### src/rtl/bfas_pkg.sv
// Shared types and constants for the brute-force assignment solver.
package bfas_pkg;

  localparam int COST_W       = 16;
  localparam int BOUND_W      = 19;
  localparam int SIZE_W       = 4;
  localparam int PIDX_W       = 3;
  localparam int MAX_SIZE_DEF = 8;
  localparam int MAX_SIZE_LIM = 10;
  localparam int QADDR_W      = $clog2(MAX_SIZE_LIM * MAX_SIZE_LIM);
  localparam int QUEUE_DEPTH  = 2;
  localparam int CFG_IDX_W    = 1;

  localparam logic [SIZE_W-1:0]  SIZE_RESET  = 4'd4;
  localparam logic [BOUND_W-1:0] BOUND_RESET = 19'd100;

  typedef enum logic [CFG_IDX_W-1:0] {
    CFG_PROBLEM_SIZE = 1'b0,
    CFG_COST_BOUND   = 1'b1
  } cfg_reg_t;

  typedef struct packed {
    logic [COST_W-1:0] cost_value;
    logic              last_entry;
  } in_req_t;

  typedef struct packed {
    logic [PIDX_W-1:0]  person_index;
    logic [PIDX_W-1:0]  assigned_job;
    logic [BOUND_W-1:0] total_cost;
    logic               found;
    logic               last_result;
  } out_res_t;

  typedef struct packed {
    logic [COST_W-1:0]  cost_value;
    logic               last_entry;
    logic               store;
    logic [QADDR_W-1:0] addr;
  } load_req_t;

endpackage

### src/rtl/bfas_front.sv
// Front end: accepts matrix entries, classifies them and assigns load addresses.
module bfas_front #(
  parameter int MAX_SIZE = bfas_pkg::MAX_SIZE_DEF
) (
  input  logic                                    clk,
  input  logic                                    rst_n,
  input  logic                                    in_valid,
  output logic                                    in_stall,
  input  bfas_pkg::in_req_t                       in_data,
  input  logic [$clog2(MAX_SIZE*MAX_SIZE+1)-1:0]  nn,
  input  logic                                    q_full,
  output logic                                    q_push,
  output bfas_pkg::load_req_t                     q_req
);

  localparam int LOAD_W = $clog2(MAX_SIZE * MAX_SIZE + 1);

  logic [LOAD_W-1:0] load_cnt_r, load_cnt_nxt;
  logic              accept;
  logic              store;

  assign in_stall = q_full;
  assign accept   = in_valid && !q_full;
  assign store    = load_cnt_r < nn;
  assign q_push   = accept;

  always_comb begin
    load_cnt_nxt = load_cnt_r;
    if (accept) begin
      if (in_data.last_entry) begin
        load_cnt_nxt = '0;
      end else if (store) begin
        load_cnt_nxt = load_cnt_r + LOAD_W'(1);
      end
    end
  end

  always_comb begin
    q_req.cost_value = in_data.cost_value;
    q_req.last_entry = in_data.last_entry;
    q_req.store      = store;
    q_req.addr       = bfas_pkg::QADDR_W'(load_cnt_r);
  end

  always_ff @(posedge clk) begin
    if (!rst_n) begin
      load_cnt_r <= '0;
    end else begin
      load_cnt_r <= load_cnt_nxt;
    end
  end

endmodule

### src/rtl/bfas_queue.sv
// Short request queue between the front end and the search engine.
module bfas_queue (
  input  logic                clk,
  input  logic                rst_n,
  input  logic                push,
  input  bfas_pkg::load_req_t push_req,
  output logic                full,
  input  logic                pop,
  output logic                head_valid,
  output bfas_pkg::load_req_t head_req
);

  localparam int DEPTH = bfas_pkg::QUEUE_DEPTH;
  localparam int PTR_W = (DEPTH > 1) ? $clog2(DEPTH) : 1;
  localparam int CNT_W = $clog2(DEPTH + 1);

  bfas_pkg::load_req_t entry_r [DEPTH];
  logic [PTR_W-1:0]    wr_ptr_r, wr_ptr_nxt;
  logic [PTR_W-1:0]    rd_ptr_r, rd_ptr_nxt;
  logic [CNT_W-1:0]    count_r, count_nxt;
  logic                do_push;
  logic                do_pop;

  assign full       = count_r == CNT_W'(DEPTH);
  assign head_valid = count_r != '0;
  assign head_req   = entry_r[rd_ptr_r];
  assign do_push    = push && !full;
  assign do_pop     = pop && head_valid;

  always_comb begin
    wr_ptr_nxt = wr_ptr_r;
    rd_ptr_nxt = rd_ptr_r;
    count_nxt  = count_r;
    if (do_push) begin
      wr_ptr_nxt = (wr_ptr_r == PTR_W'(DEPTH - 1)) ? '0 : wr_ptr_r + PTR_W'(1);
    end
    if (do_pop) begin
      rd_ptr_nxt = (rd_ptr_r == PTR_W'(DEPTH - 1)) ? '0 : rd_ptr_r + PTR_W'(1);
    end
    if (do_push && !do_pop) begin
      count_nxt = count_r + CNT_W'(1);
    end else if (do_pop && !do_push) begin
      count_nxt = count_r - CNT_W'(1);
    end
  end

  always_ff @(posedge clk) begin
    if (do_push) begin
      entry_r[wr_ptr_r] <= push_req;
    end
  end

  always_ff @(posedge clk) begin
    if (!rst_n) begin
      wr_ptr_r <= '0;
      rd_ptr_r <= '0;
      count_r  <= '0;
    end else begin
      wr_ptr_r <= wr_ptr_nxt;
      rd_ptr_r <= rd_ptr_nxt;
      count_r  <= count_nxt;
    end
  end

endmodule

### src/rtl/bfas_back.sv
// Search engine: cost matrix store, permutation walk, best tracking and result register.
module bfas_back #(
  parameter int MAX_SIZE = bfas_pkg::MAX_SIZE_DEF
) (
  input  logic                             clk,
  input  logic                             rst_n,
  input  logic                             q_valid,
  input  bfas_pkg::load_req_t              q_head,
  output logic                             q_pop,
  input  logic [$clog2(MAX_SIZE+1)-1:0]    n,
  input  logic [bfas_pkg::BOUND_W-1:0]     cost_bound,
  output logic                             out_valid,
  input  logic                             out_stall,
  output bfas_pkg::out_res_t               out_data
);

  localparam int IDX_W  = (MAX_SIZE > 1) ? $clog2(MAX_SIZE) : 1;
  localparam int CNT_W  = $clog2(MAX_SIZE + 1);
  localparam int ADDR_W = (MAX_SIZE > 1) ? $clog2(MAX_SIZE * MAX_SIZE) : 1;
  localparam int DEPTH  = MAX_SIZE * MAX_SIZE;
  localparam int SUM_W  = bfas_pkg::COST_W + $clog2(MAX_SIZE);
  localparam int CMP_W  = (SUM_W > bfas_pkg::BOUND_W) ? SUM_W : bfas_pkg::BOUND_W;

  typedef enum logic [5:0] {
    ST_IDLE = 6'b000001,
    ST_DESC = 6'b000010,
    ST_EVAL = 6'b000100,
    ST_UNDO = 6'b001000,
    ST_NEXT = 6'b010000,
    ST_EMIT = 6'b100000
  } back_state_t;

  back_state_t state_r, state_nxt;

  logic [bfas_pkg::COST_W-1:0]  mem_r [DEPTH];
  logic [bfas_pkg::COST_W-1:0]  rd_data_r;
  logic [ADDR_W-1:0]            rd_addr;
  logic                         mem_we;
  logic [ADDR_W-1:0]            mem_waddr;

  logic [IDX_W-1:0]             lvl_r, lvl_nxt;
  logic [CNT_W-1:0]             cnt_r [MAX_SIZE];
  logic [CNT_W-1:0]             cnt_nxt [MAX_SIZE];
  logic [IDX_W-1:0]             order_r [MAX_SIZE];
  logic [IDX_W-1:0]             order_nxt [MAX_SIZE];
  logic [IDX_W-1:0]             best_order_r [MAX_SIZE];
  logic [IDX_W-1:0]             best_order_nxt [MAX_SIZE];
  logic [bfas_pkg::BOUND_W-1:0] best_r, best_nxt;
  logic                         found_r, found_nxt;

  logic [IDX_W-1:0]             ev_idx_r, ev_idx_nxt;
  logic [ADDR_W-1:0]            ev_row_r, ev_row_nxt;
  logic                         ev_issue_r, ev_issue_nxt;
  logic                         rd_valid_r, rd_valid_nxt;
  logic                         rd_last_r, rd_last_nxt;
  logic [SUM_W-1:0]             acc_r, acc_nxt;
  logic [IDX_W-1:0]             emit_k_r, emit_k_nxt;

  logic                         out_valid_r, out_valid_nxt;
  bfas_pkg::out_res_t           out_data_r, out_data_nxt;

  logic [SUM_W-1:0]             sum;
  logic                         ev_last;
  logic                         leaf;
  logic [CNT_W-1:0]             c_cur;
  logic [IDX_W-1:0]             c_idx;

  assign out_valid = out_valid_r;
  assign out_data  = out_data_r;

  assign mem_waddr = q_head.addr[ADDR_W-1:0];
  assign rd_addr   = ev_row_r + ADDR_W'(order_r[ev_idx_r]);
  assign sum       = acc_r + SUM_W'(rd_data_r);
  assign ev_last   = (CNT_W'(ev_idx_r) + CNT_W'(1)) == n;
  assign leaf      = (CNT_W'(lvl_r) + CNT_W'(1)) >= n;
  assign c_cur     = cnt_r[lvl_r];
  assign c_idx     = IDX_W'(c_cur);

  always_comb begin
    state_nxt      = state_r;
    lvl_nxt        = lvl_r;
    cnt_nxt        = cnt_r;
    order_nxt      = order_r;
    best_order_nxt = best_order_r;
    best_nxt       = best_r;
    found_nxt      = found_r;
    ev_idx_nxt     = ev_idx_r;
    ev_row_nxt     = ev_row_r;
    ev_issue_nxt   = ev_issue_r;
    rd_valid_nxt   = 1'b0;
    rd_last_nxt    = 1'b0;
    acc_nxt        = acc_r;
    emit_k_nxt     = emit_k_r;
    out_valid_nxt  = out_valid_r && out_stall;
    out_data_nxt   = out_data_r;
    q_pop          = 1'b0;
    mem_we         = 1'b0;

    unique case (state_r)
      ST_IDLE: begin
        if (q_valid) begin
          q_pop  = 1'b1;
          mem_we = q_head.store;
          if (q_head.last_entry) begin
            best_nxt  = cost_bound;
            found_nxt = 1'b0;
            lvl_nxt   = '0;
            for (int e = 0; e < MAX_SIZE; e++) begin
              order_nxt[e] = IDX_W'(e);
            end
            state_nxt = ST_DESC;
          end
        end
      end

      ST_DESC: begin
        if (leaf) begin
          ev_idx_nxt   = '0;
          ev_row_nxt   = '0;
          ev_issue_nxt = 1'b1;
          acc_nxt      = '0;
          state_nxt    = ST_EVAL;
        end else begin
          cnt_nxt[lvl_r] = CNT_W'(lvl_r);
          lvl_nxt        = lvl_r + IDX_W'(1);
        end
      end

      ST_EVAL: begin
        if (ev_issue_r) begin
          rd_valid_nxt = 1'b1;
          rd_last_nxt  = ev_last;
          if (ev_last) begin
            ev_issue_nxt = 1'b0;
          end else begin
            ev_idx_nxt = ev_idx_r + IDX_W'(1);
            ev_row_nxt = ev_row_r + ADDR_W'(n);
          end
        end
        if (rd_valid_r) begin
          acc_nxt = sum;
          if (rd_last_r) begin
            if (CMP_W'(sum) < CMP_W'(best_r)) begin
              best_nxt       = bfas_pkg::BOUND_W'(sum);
              found_nxt      = 1'b1;
              best_order_nxt = order_r;
            end
            if (lvl_r == '0) begin
              emit_k_nxt = '0;
              state_nxt  = ST_EMIT;
            end else begin
              lvl_nxt   = lvl_r - IDX_W'(1);
              state_nxt = ST_UNDO;
            end
          end
        end
      end

      ST_UNDO: begin
        order_nxt[lvl_r] = order_r[c_idx];
        order_nxt[c_idx] = order_r[lvl_r];
        cnt_nxt[lvl_r]   = c_cur + CNT_W'(1);
        state_nxt        = ST_NEXT;
      end

      ST_NEXT: begin
        if (c_cur < n) begin
          order_nxt[lvl_r] = order_r[c_idx];
          order_nxt[c_idx] = order_r[lvl_r];
          lvl_nxt          = lvl_r + IDX_W'(1);
          state_nxt        = ST_DESC;
        end else if (lvl_r == '0) begin
          emit_k_nxt = '0;
          state_nxt  = ST_EMIT;
        end else begin
          lvl_nxt   = lvl_r - IDX_W'(1);
          state_nxt = ST_UNDO;
        end
      end

      ST_EMIT: begin
        if (!out_valid_r || !out_stall) begin
          out_valid_nxt = 1'b1;
          if (found_r) begin
            out_data_nxt.person_index = bfas_pkg::PIDX_W'(emit_k_r);
            out_data_nxt.assigned_job = bfas_pkg::PIDX_W'(best_order_r[emit_k_r]);
            out_data_nxt.total_cost   = best_r;
            out_data_nxt.found        = 1'b1;
            out_data_nxt.last_result  = (CNT_W'(emit_k_r) + CNT_W'(1)) == n;
          end else begin
            out_data_nxt.person_index = '0;
            out_data_nxt.assigned_job = '0;
            out_data_nxt.total_cost   = cost_bound;
            out_data_nxt.found        = 1'b0;
            out_data_nxt.last_result  = 1'b1;
          end
          if (out_data_nxt.last_result) begin
            state_nxt = ST_IDLE;
          end else begin
            emit_k_nxt = emit_k_r + IDX_W'(1);
          end
        end
      end

      default: begin
        state_nxt = ST_IDLE;
      end
    endcase
  end

  always_ff @(posedge clk) begin
    if (mem_we) begin
      mem_r[mem_waddr] <= q_head.cost_value;
    end
    rd_data_r <= mem_r[rd_addr];
  end

  always_ff @(posedge clk) begin
    best_order_r <= best_order_nxt;
    best_r       <= best_nxt;
    ev_idx_r     <= ev_idx_nxt;
    ev_row_r     <= ev_row_nxt;
    acc_r        <= acc_nxt;
    rd_last_r    <= rd_last_nxt;
    out_data_r   <= out_data_nxt;
  end

  always_ff @(posedge clk) begin
    if (!rst_n) begin
      state_r     <= ST_IDLE;
      lvl_r       <= '0;
      found_r     <= 1'b0;
      ev_issue_r  <= 1'b0;
      rd_valid_r  <= 1'b0;
      emit_k_r    <= '0;
      out_valid_r <= 1'b0;
      for (int e = 0; e < MAX_SIZE; e++) begin
        cnt_r[e]   <= '0;
        order_r[e] <= IDX_W'(e);
      end
    end else begin
      state_r     <= state_nxt;
      lvl_r       <= lvl_nxt;
      found_r     <= found_nxt;
      ev_issue_r  <= ev_issue_nxt;
      rd_valid_r  <= rd_valid_nxt;
      emit_k_r    <= emit_k_nxt;
      out_valid_r <= out_valid_nxt;
      cnt_r       <= cnt_nxt;
      order_r     <= order_nxt;
    end
  end

endmodule

### src/rtl/brute_force_assignment_solver.sv
// Top level of the brute-force assignment solver: configuration, front end, queue, search.
//
//   channel | direction | handshake          | payload
//   --------+-----------+--------------------+--------------------------------------
//   in_     | request   | in_valid/in_stall  | in_req_t: cost_value, last_entry
//   out_    | result    | out_valid/out_stall| out_res_t: person, job, total, flags
//   cfg_    | write     | cfg_valid/cfg_ready| cfg_index, cfg_data
//
// A request is queued and, while fewer than n*n entries are loaded, written into the matrix
// when the idle search engine takes it. A request with last_entry then searches every
// permutation: each is summed from matrix reads, one per row, between level moves.
// Results leave one per cycle while out_stall is low: n, or one if none beats the bound.
// Reset loads problem_size 4 and cost_bound 100 and empties the queue; the matrix keeps data.
// in_stall rises when the two-entry queue is full; out_stall holds the result register.
module brute_force_assignment_solver #(
  parameter int MAX_SIZE = bfas_pkg::MAX_SIZE_DEF
) (
  input  logic                               clk,
  input  logic                               rst_n,
  input  logic                               in_valid,
  output logic                               in_stall,
  input  bfas_pkg::in_req_t                  in_data,
  output logic                               out_valid,
  input  logic                               out_stall,
  output bfas_pkg::out_res_t                 out_data,
  input  logic                               cfg_valid,
  output logic                               cfg_ready,
  input  logic [bfas_pkg::CFG_IDX_W-1:0]     cfg_index,
  input  logic [bfas_pkg::BOUND_W-1:0]       cfg_data
);

  localparam int CNT_W  = $clog2(MAX_SIZE + 1);
  localparam int LOAD_W = $clog2(MAX_SIZE * MAX_SIZE + 1);

  logic [bfas_pkg::SIZE_W-1:0]  size_r, size_nxt;
  logic [bfas_pkg::BOUND_W-1:0] bound_r, bound_nxt;
  logic [CNT_W-1:0]             n_act;
  logic [LOAD_W-1:0]            nn;

  logic                         q_push;
  logic                         q_full;
  logic                         q_pop;
  logic                         q_valid;
  bfas_pkg::load_req_t          q_req;
  bfas_pkg::load_req_t          q_head;

  assign cfg_ready = 1'b1;

  always_comb begin
    size_nxt  = size_r;
    bound_nxt = bound_r;
    if (cfg_valid) begin
      unique case (bfas_pkg::cfg_reg_t'(cfg_index))
        bfas_pkg::CFG_PROBLEM_SIZE: size_nxt  = cfg_data[bfas_pkg::SIZE_W-1:0];
        bfas_pkg::CFG_COST_BOUND:   bound_nxt = cfg_data;
        default:                    size_nxt  = size_r;
      endcase
    end
  end

  always_ff @(posedge clk) begin
    if (!rst_n) begin
      size_r  <= bfas_pkg::SIZE_RESET;
      bound_r <= bfas_pkg::BOUND_RESET;
    end else begin
      size_r  <= size_nxt;
      bound_r <= bound_nxt;
    end
  end

  always_comb begin
    priority if (size_r == '0) begin
      n_act = CNT_W'(1);
    end else if (size_r > bfas_pkg::SIZE_W'(MAX_SIZE)) begin
      n_act = CNT_W'(MAX_SIZE);
    end else begin
      n_act = CNT_W'(size_r);
    end
  end

  assign nn = LOAD_W'(n_act) * LOAD_W'(n_act);

  bfas_front #(
    .MAX_SIZE (MAX_SIZE)
  ) u_front (
    .clk      (clk),
    .rst_n    (rst_n),
    .in_valid (in_valid),
    .in_stall (in_stall),
    .in_data  (in_data),
    .nn       (nn),
    .q_full   (q_full),
    .q_push   (q_push),
    .q_req    (q_req)
  );

  bfas_queue u_queue (
    .clk        (clk),
    .rst_n      (rst_n),
    .push       (q_push),
    .push_req   (q_req),
    .full       (q_full),
    .pop        (q_pop),
    .head_valid (q_valid),
    .head_req   (q_head)
  );

  bfas_back #(
    .MAX_SIZE (MAX_SIZE)
  ) u_back (
    .clk        (clk),
    .rst_n      (rst_n),
    .q_valid    (q_valid),
    .q_head     (q_head),
    .q_pop      (q_pop),
    .n          (n_act),
    .cost_bound (bound_r),
    .out_valid  (out_valid),
    .out_stall  (out_stall),
    .out_data   (out_data)
  );

endmodule

### config.mk
export PLATFORM = sky130hd
export DESIGN_NAME = brute_force_assignment_solver
export DESIGN_NICKNAME = d
export VERILOG_FILES = /design/src/rtl/bfas_pkg.sv /design/src/rtl/bfas_front.sv /design/src/rtl/bfas_queue.sv /design/src/rtl/bfas_back.sv /design/src/rtl/brute_force_assignment_solver.sv
export SDC_FILE = /design/constraint.sdc
export NUM_CORES = 1
export LEC_CHECK = 0
export ABC_AREA = 1
export BUFFER_PORTS_ARGS = -buffer_cell sky130_fd_sc_hd__buf_4
export CAP_MARGIN = 15
export CELL_PAD_IN_SITES_DETAIL_PLACEMENT = 1
export CELL_PAD_IN_SITES_GLOBAL_PLACEMENT = 2
export CORE_MARGIN = 4
export CORE_UTILIZATION = 39
export DETAILED_ROUTE_END_ITERATION = 10
export PLACE_DENSITY = 0.84
export SLEW_MARGIN = 20
export SYNTH_ARGS = -nofsm -noshare
export SYNTH_HDL_FRONTEND = slang
export SYNTH_HIERARCHICAL = 1
export SYNTH_SLANG_ARGS = --single-unit
### constraint.sdc
create_clock -name clk -period 4.1 [get_ports clk]
set_clock_uncertainty 0.05 [all_clocks]
set_input_delay 0.205 -clock clk [delete_from_list [all_inputs] [get_ports clk]]
set_output_delay 0.205 -clock clk [all_outputs]
set_load 0.1 [all_outputs]
# --- Word-level counts from Yosys, hierarchy flattened ---
# Memory sizes are Yosys's and may differ from the RTL's. A register that Yosys moved wholly into a read port is not among the register bits.
# Index checks and enable logic that the tools add are counted.
op_classes:
  bitwise_logic: 5
  reduce_logical: 41
  addsub: 16
  div_mod_pow: 0
  magnitude_cmp: 11
  mux: 107
  n_mul: 1
  eq_ne: 23
  shifts: 0
ops:
  columns: ["operator", "count"]
  rows:
  - ["$mux 19", 7]
  - ["$mux 27", 3]
  - ["$mux 3", 26]
  - ["$pmux 19 s2", 2]
  - ["$mux 24", 3]
  - ["$mux 6", 12]
  - ["$pmux 24 s3", 1]
  - ["$bwmux 32", 2]
  - ["$pmux 32 s2", 1]
  - ["$bwmux 24", 2]
  - ["$bmux 3 s3", 4]
  - ["$pmux 6 s6", 1]
  - ["$mux 32", 1]
  - ["$mux 1", 23]
  - ["$mux 4", 5]
  - ["$add 19x16->19", 1]
  - ["$lt 19x19->1", 1]
  - ["$demux 3 s3", 2]
  - ["$reduce_and 6->1", 3]
  - ["$ge 4x4->1 const B", 4]
  - ["$ne 2x1->1 const B", 8]
  - ["$not 3->4", 4]
  - ["$reduce_and 2->1", 8]
  - ["$mux 7", 2]
  - ["45 further kinds", 78]
word_totals:
  wordCells: 253
  mem_bits_rw: 1074
  ff_bits: 205
  in_bits: 42
  output_inout_bits: 30
  latch_bits: 0
  mem_bits_ro: 0
  memories: 2
mem_list:
  columns: ["name", "words", "width", "rd", "rd_ports_with_merged_regs", "write_ports", "line", "text"]
  rows:
  - ["u_back.mem_r", 64, 16, 1, 1, 1, "bfas_back.sv:35", "logic [bfas_pkg::COST_W-1:0] mem_r [DEPTH];"]
  - ["u_queue.entry_r", 2, 25, 1, 1, 1, "bfas_queue.sv:17", "bfas_pkg::load_req_t entry_r [DEPTH];"]

# --- Longest topological paths before layout ---
# Gate-level depths: netlist of the first run.
depth:
  word_depth: 12
  mapped_depth: 23
  ltp_nobuf: 23

# --- Modules after synthesis ---
# Netlist of the first run, hierarchy kept.
modules_own_cells:
  columns: ["mod", "cells_each", "area_per_inst_um2", "instances", "seq_area_each_um2"]
  rows:
  - ["bfas_back", 4414, 51556.9, 1, 35474.0]
  - ["bfas_queue", 115, 2154.6, 1, 1601.5]
  - ["brute_force_assignment_solver", 134, 992.2, 1, 460.4]
  - ["bfas_front", 117, 798.3, 1, 140.1]

# --- Worst setup path after synthesis of the first run ---
# No wires, ideal clock.
synth_path:
  path_kind: "reg-to-reg"
  start: "reg u_back.acc_r[0]"
  end: "reg u_back/best_order_r[0] (netlist bit) (enable)"
  stages_incl_launch_ff: 19
  path_buffers: 0
  setup_time_ns: 0.405
  t_required_ns: 3.645
  t_arrival_ns: 3.710
  path_slack_ns: -0.065
  path_cell_list: "edfxtp_1 > ha_1 > fa_1 > nand2_1 > nand3_1 > o21ai_0 > o21ai_0 > nand3_1 > o2111ai_1 > or2_2 > nand2_1 > inv_1 > ha_1 > a21oi_1 > o21a_1 > inv_1 > o21bai_1 > nand2_1 > nor2_1"
synth_via:
  elab_chain_len: 3
synth_rtl:
  columns: ["item", "line", "text"]
  rows:
  - ["start: declaration", "bfas_back.sv:56", "logic [SUM_W-1:0] acc_r, acc_nxt;"]
  - ["start signal: assignment", "bfas_back.sv:223", "acc_r <= acc_nxt;"]
  - ["$add 19x16->19", "bfas_back.sv:73", "assign sum = acc_r + SUM_W'(rd_data_r);"]
  - ["named net u_back.sum[14]", "bfas_back.sv:62", "logic [SUM_W-1:0] sum;"]
  - ["$lt 19x19->1", "bfas_back.sv:143", "if (CMP_W'(sum) < CMP_W'(best_r)) begin"]
  - ["$reduce_and 4->1 (no line)", null, null]
  - ["end signal: assignment", "bfas_back.sv:219", "best_order_r <= best_order_nxt;"]
  - ["end: declaration", "bfas_back.sv:46", "logic [IDX_W-1:0] best_order_r [MAX_SIZE];"]
# The timed path passes the listed nets, and every way through them passes these cells.
# A chain may end at the register's enable or synchronous reset.

# --- Final worst setup path of the first run ---
layout_path:
  start: "reg u_back.ev_idx_r[0]"
  end: "reg u_back/rd_data_r[14] (netlist bit), read port of u_back.mem_r"
layout_via:
  elab_chain_len: 5
layout_rtl:
  columns: ["item", "line", "text"]
  rows:
  - ["start: declaration", "bfas_back.sv:51", "logic [IDX_W-1:0] ev_idx_r, ev_idx_nxt;"]
  - ["start signal: assignment", "bfas_back.sv:221", "ev_idx_r <= ev_idx_nxt;"]
  - ["$not 3->4 (not written as such)", "bfas_back.sv:72", "assign rd_addr = ev_row_r + ADDR_W'(order_r[ev_idx_r]);"]
  - ["$bmux 3 s3", "bfas_back.sv:72", null]
  - ["$mux 3 (not written as such) (2 in a row)", "bfas_back.sv:72", null]
  - ["$add 6x3->6", "bfas_back.sv:72", null]
  - ["end: declaration", "bfas_back.sv:36", "logic [bfas_pkg::COST_W-1:0] rd_data_r;"]
# No other way between the ends. The select of a mux whose other input is x is not followed.

==> results.ini, run 1 <==
[power]
power_density_nw_per_um2 = 722
vdd_drop_max_mv = 0.349
total_power_w = 0.0474
power.leakage_nw = 23.7

[placed_design]
placed_area_um2 = 59400
port-buffer-count = 70
gp_congestion = 0.867
placed_cells = 6708
hpwlAfterDp_um = 102000

[global_route]
overflow = 0
grt_pass1_vias = 40500
antenna_found_initial = 3
grt_max_degree = 84
grt_usage_pct = 22.1
grt_pass1_wl_um = 251000

[clock_tree]
clk_latency_ps = 780
htreeDepth = 4
cts.sinks = 1294
cts_root_buf = clkbuf_16
cts.clk_slew.worst_paths_ps = 60
numCtsBuffers = 136
clock_tree.buffer_depth = 3
cts_tree = done

[worst_setup_path]
reg2reg_to = u_back/rd_data_r[14]
worst-r2r-cell-count = 16
cp.required_ps = 4760
start_kind = register
r2r-start = u_back/ev_idx_r[0]
critical_path_class = register to register
arrival_ps = 4790
path_max_fanout = 8
cp-end-kind = register
reg2reg_setup_slack_ps = -30

[sta]
fin_tns_setup_ps = -109
hold_viol_final = 0
rsz0062_at_grt = true
maxSlewHeadroom_pct = 35.2
final.setup.worst_slack_ps = -29.0
drv_slew = 0
fin_crit_ps = 4130
tightest_slew_ps = 972
maxClockFrequency_ghz = 0.242
setup_viol = 5
fin_crit_sh_pct = 101

[worst_hold_path]
worstHoldStart = in_data[16]
hold_end = u_queue/entry_r[1][24]
hold_depth = 2
hp-class = input pin to register

[floorplan]
start_util_pct = 39.2
dieHeight_um = 385
fp.dieW_um = 385
core_area_um2 = 141000
fp.dieArea_um2 = 148000
io_pins = 72
row_count = 138

[final_layout]
fin_cells = 7049
register_area_um2 = 37600
area_delta_synth_final_pct = 18.5
final_layout_size_suffix_gt1_share_pct = 14.4
multi_input_area_um2 = 15600
nets = 5164
stdcell_area_um2 = 65700
final.fill_count = 14800

[routing]
vias = 39100
wl_met3_um = 9530
avgRoutedWirePerCell_um = 23.6
antenna_left = 0
drt_pre_antenna_iters = 5
top_layer = met5
wl_met2_um = 80200
drt_wl_total_um = 166000
vias_per_cell = 5.54
drt-met1-wl_um = 71900
route.detailed.drc = 0
drt_iter0_markers = 3719

[run_status]
violations = setup timing
status = complete, but fails checks

[logic_synthesis]
syn_inst = 4777
ys_warn_count = 6
synthesis.area_um2 = 55400
syn_avg_cell_area_um2 = 11.6

[flow_run]
max-cap-violations = 0

[placed cells by master (no fill, tap or decap), drive strengths merged, types with 5 or more instances in the layout]
master and n:
edfxtp 1170, nor2 954, mux2 24, clkinv 58, a31oi 29, inv 370
xnor2 10, xor2 20, nand2 511, mux2i 45, dlygate4sd3 60, bufbuf 5
nor3 13, or2 7, nand4 8, o211ai 136, a21oi 119, o22ai 56
nand3 164, ha 65, clkbuf 176, dfxtp 124, o21ai 404, bufinv 14
buf 347, o21bai 18, o32ai 217
[repair_timing]
item	4_1_cts	5_1_grt
gates resized for setup	45	107
pin swaps	31	77
hold buffers	60	0
hold endpoints to repair	113	0
setup endpoints to repair	16	60
cloned	6	7
setup buffers	17	14
[area by class of cell]
type                            count  share of cell area [%]
Sequential cell                  1294                    57.3
Clock buffer                      169                    5.57
Timing Repair Buffer              419                    6.41
Antenna cell                        3                  0.0114
Tap cell                         1890                    3.60
Inverter                          373                    2.16
Multi-Input combinational cell   2830                    23.7
Clock inverter                     71                    1.26
[power breakdown]
group	leakage [nW]	internal [W]	switching, W
clock	2.18	0.00725	0.00525
combinational	9.98	0.00632	0.0121
sequential	11.5	0.0161	0.000398
total	23.7	0.0297	0.0178
[worst max-delay path, cell delays in order (launching register included)]
cell and delay [ps]:
edfxtp_1 490, buf_12 190, buf_12 120, a21oi_1 150, o21ai_0 120, a31oi_2 280
fa_4 800, buf_12 220, buf_16 160, clkbuf_16 150, o32ai_1 270, inv_1 90
o211ai_1 420, nand3_2 220, nand2_2 140, nand2_1 70, nand2_1 100
[worst max-delay path by stage]
stage	from	cells past startpoint	endpoint	slack, ps
2_1_floorplan	u_back/acc_r[0]	18	u_back/best_order_r[0]	320
3_3_place_gp	u_back/ev_idx_r[0]	17	u_back/rd_data_r[2]	-450
3_5_place_dp	u_back/ev_idx_r[0]	17	u_back/rd_data_r[2]	-560
4_1_cts	u_back/ev_idx_r[0]	18	u_back/rd_data_r[2]	20
5_1_grt	u_back/ev_idx_r[0]	13	u_back/rd_data_r[2]	-110
6_report	u_back/ev_idx_r[0]	16	u_back/rd_data_r[14]	-30
[through the flow]
stage	hold WS, ps	util (%)	worst slack, ps
after floorplan	268	-	324
after global placement	342	42.0	-451
after detailed placement	343	42.0	-556
after CTS	36.6	46.0	24.1
after global routing	79.5	46.4	-114
final	104	46.4	-29.0
[routing by layer]
layer,vias to the layer above,track usage (%)
met3,272,2.90
met1,19900,30.5
met4,4,7.10
li1,17600,-
met5,-,0
met2,1234,36.5
[registers in the layout (all words and copies together), names as in the netlist, 2 cells and up, named ones only]
signal,cells
u_back/best_order_r,24
u_queue/count_r,2
u_back/cnt_r,32
u_back/acc_r,19
u_back/ev_idx_r,3
u_back/ev_row_r,6
u_back/mem_r,1024
u_back/out_data,27
u_back/state_r,6
u_back/lvl_r,3
u_back/order_r,24
u_back/rd_data_r,16
u_queue/entry_r,48
u_back/best_r,19
u_front/load_cnt_r,7
u_back/emit_k_r,3
bound_r,19
size_r,4
Power figures use the tool's default switching activity.
==> run 2: changes to the inputs <==
- SYNTH_HIERARCHICAL: 1 -> unset
==> run 2 against run 1 <==
Effect of this change: the run still ends with setup timing left; critical path type unchanged; non-clock buffer count is 26 lower; clock-buffer cell count grew 12; sequential power up 2%; die area shrank 0.61%.
==> results.ini, run 2 <==
[logic_synthesis]
synth.top_cell.area_share_pct = 63.8
synthesis.area_um2 = 55100  ; -0.63%
yosysTopAreaCell = edfxtp_1
ys_warn_count = 0  ; -6
synth_ff_type = edfxtp_1
syn_inst = 4770  ; -0.15%
synth-async-reset-ratio_pct = 0
synthTopCellsByArea = edfxtp_1 64%, nor2_1 6.3%, dfxtp_1 4.5%
ys_ff_latch = 1294
synth_most_common_cell = edfxtp_1
syn_avg_cell_area_um2 = 11.5  ; -0.48%
synth-edff-count = 1170
netlist_top_cells_count = 1170 x edfxtp_1, 927 x nor2_1, 547 x nand2_1
ys_types = 56
yosysSeqAreaShare_pct = 68.3

[global_route]
grt_usage_pct = 22.6  ; +0.46 points
grt_pass1_wl_um = 255000  ; +1.5%
grt_pass1_vias = 41200  ; +1.7%
antenna_found_initial = 3  ; unchanged
overflow = 0  ; unchanged
grt_max_degree = 111  ; +32%

[final_layout]
final_common_cell = edfxtp_1
largest_reg_flops = 1024  ; unchanged
diodes = 0  ; -3
area_delta_synth_final_pct = 18.5  ; about the same
top_register = u_back.mem_r
stdcell_area_um2 = 65200  ; -0.66%
nets = 5151  ; -0.25%
layout_common_cells = 1170 x edfxtp_1, 914 x nor2_1, 509 x nand2_1
fin_cells = 7021  ; -0.40%
final.fill_count = 14800  ; -0.32%
final_layout_size_suffix_gt1_share_pct = 15.0  ; +0.63 points
largest_registers = u_back.mem_r (1024), u_queue.entry_r (48), u_back.cnt_r (32)

[sta]
hold_viol_final = 0  ; unchanged
maxSlewHeadroom_pct = 25.2  ; -10 points
drv_slew = 0  ; unchanged
fin_crit_ps = 4120  ; -4.32 ps
fin_tns_setup_ps = -24.7  ; +83.9 ps
final.setup.worst_slack_ps = -24.7  ; +4.32 ps
setup_viol = 1  ; -4
rsz0062_at_grt = true
maxClockFrequency_ghz = 0.242  ; +0.10%
tightest_slew_ps = 1120  ; +146 ps
fin_crit_sh_pct = 101  ; -0.11 points

[worst_setup_path]
cp_top_family = compound AO/OA/AOI/OAI gates
cp.depth = 17  ; +1
critPathBufInv = 6  ; unchanged
path_max_fanout = 12  ; +4
critPathMostFrequentCell = buf_6
r2r-start = u_back.ev_idx_r[0]
cp_slowest_cell = fa_4
arrival_ps = 4780  ; about the same
reg2reg_setup_slack_ps = -20  ; about the same
reg2reg_to = u_back.rd_data_r[6]
cp-end-kind = register
crit_chain = buf_6 -> a21oi_2 -> o21ai_2 -> a31oi_2 -> ha_4 -> fa_4 -> buf_6 -> buf_12 -> buf_6 -> clkbuf_16 -> o32ai_1 -> inv_1 -> o211ai_1 -> nand3_1 -> nand2_2 -> nor2_2 -> a21oi_1
cp.required_ps = 4750  ; about the same
critical_path_class = register to register
start_kind = register
slowest_delay_ps = 690  ; -110 ps
worst-r2r-cell-count = 17  ; +1

[routing]
vias = 39400  ; +0.83%
route.detailed.drc = 0  ; unchanged
antenna_left = 0  ; unchanged
drt_iter0_markers = 3697  ; -0.59%
drt_wl_total_um = 172000  ; +3.4%
avgRoutedWirePerCell_um = 24.5  ; +3.8%
vias_per_cell = 5.61  ; +1.2%
drt_pre_antenna_iters = 5  ; unchanged

[floorplan]
fp.dieW_um = 384  ; -0.31%
fp.dieArea_um2 = 147000  ; -0.61%
start_util_pct = 39.4  ; +0.18 points
io_pins = 72  ; unchanged
dieHeight_um = 384  ; -0.31%
row_count = 137  ; -0.72%
core_area_um2 = 140000  ; -1.1%

[worst_hold_path]
worstHoldStart = in_data[8]
hold_end = u_queue.entry_r[1][16]
hp-class = input pin to register
hold_depth = 2  ; unchanged

[clock_tree]
numCtsBuffers = 138  ; +1.5%
cts_root_buf = clkbuf_16
cts.clk_slew.worst_paths_ps = 60  ; about the same
cts.sinks = 1294  ; unchanged
clock_tree.buffer_depth = 3  ; unchanged
cts_tree = done
clk_latency_ps = 780  ; about the same
htreeDepth = 4  ; unchanged

[placed_design]
placed_cells = 6694  ; -0.21%
port-buffer-count = 70  ; unchanged
hpwlAfterDp_um = 106000  ; +3.1%
gp_congestion = 0.859  ; -0.91%
placed_area_um2 = 59200  ; -0.38%

[power]
clockPowerShare_pct = 23.7  ; -2.7 points
p_sw_share_pct = 40.3  ; +2.8 points
comb_power_share_pct = 43.7  ; +4.9 points
p_seq_share_pct = 32.6  ; -2.2 points
total_power_w = 0.0518  ; +9.1%
power.leakage_nw = 23.6  ; -0.54%
vdd_drop_max_mv = 0.435  ; +25%
p_int_w = 0.0309  ; +4.2%
power_density_nw_per_um2 = 793  ; +9.8%
power.switching_w = 0.0208  ; +17%

[flow_run]
max-cap-violations = 0  ; unchanged

[run_status]
status = complete, but fails checks
violations = setup timing

==> run 2: changes by cell type in the layout (fill, tap and decap cells not counted), sizes merged, moves of 12 or more <==
cell         change
a21oi           +19
clkbuf          +12
dlygate4sd3     -17
mux2            -24
nand2           +64
nand3           -33
nor2            -15
==> run 2: how the worst max path moves through the flow <==
stage | start | endpoint | slack, ps
final | u_back.ev_idx_r[0] | u_back.rd_data_r[6] | -20
after floorplan | u_back.acc_r[0] | u_back.best_order_r[0] | 370
after detailed placement | u_back.ev_idx_r[0] | u_back.rd_data_r[5] | -250
after global placement | u_back.ev_idx_r[0] | u_back.rd_data_r[8] | -210
after CTS | u_back.rd_data_r[0] | u_back.best_r[4] | -10
after global routing | u_back.ev_idx_r[0] | u_back.rd_data_r[12] | -100
==> run 2: final cells by class <==
type                    count  area, µm²  area share (%)
well taps                1876       2350            3.60
inverters                 362       1380            2.12
clock inverters            63        546           0.836
flip-flops and latches   1294      37600            57.7
multi-input cells        2852      15600            23.9
repair buffers            393       3930            6.03
clock buffers             181       3800            5.83
==> run 2: routing by layer <==
| metal | wire [µm] | GRT usage [%] | up-vias |
|---|---|---|---|
| li1 | - | - | 17600 |
| met1 | 72200 | 30.4 | 20100 |
| met2 | 83100 | 37.8 | 1364 |
| met3 | 11300 | 3.04 | 286 |
| met4 | 5270 | 7.85 | 4 |
| met5 | 25 | 0 | - |
==> run 2: logic make-up after synthesis <==
group,synth area share [%]
compound gates,11.8
xor+xnor,0.429
fa+ha+maj,1.60
buf+inv,4.62
flops,68.3
mux,0.818
other cells,0.0136
simple gates,12.5
==> run 2: power groups by stage <==
stage | Sequential, W | Combinational, W | Clock [W]
floorplan | 0.0170 | 0.0114 | 0
global placement | 0.0171 | 0.0193 | 0
detailed placement | 0.0172 | 0.0199 | 0
CTS | 0.0169 | 0.0210 | 0.0125
global route | 0.0169 | 0.0243 | 0.0130
finish | 0.0169 | 0.0226 | 0.0123
==> run 2: per-stage QoR <==
stage,setup WS [ps],util (%),hold slack (ps)
finish,-24.7,46.6,106
global route,-105,46.6,87.9
CTS,-14.5,46.0,37.9
detailed placement,-255,42.3,344
global placement,-213,42.3,341
floorplan,368,-,254
==> run 2: repair_timing <==
item,in CTS,in global routing
setup endpoints to repair,33,59
gates resized for setup,36,147
gates cloned,6,7
setup buffers,11,23
hold buffers,43,0
endpoints found under the hold margin,72,0
pin swaps,22,105
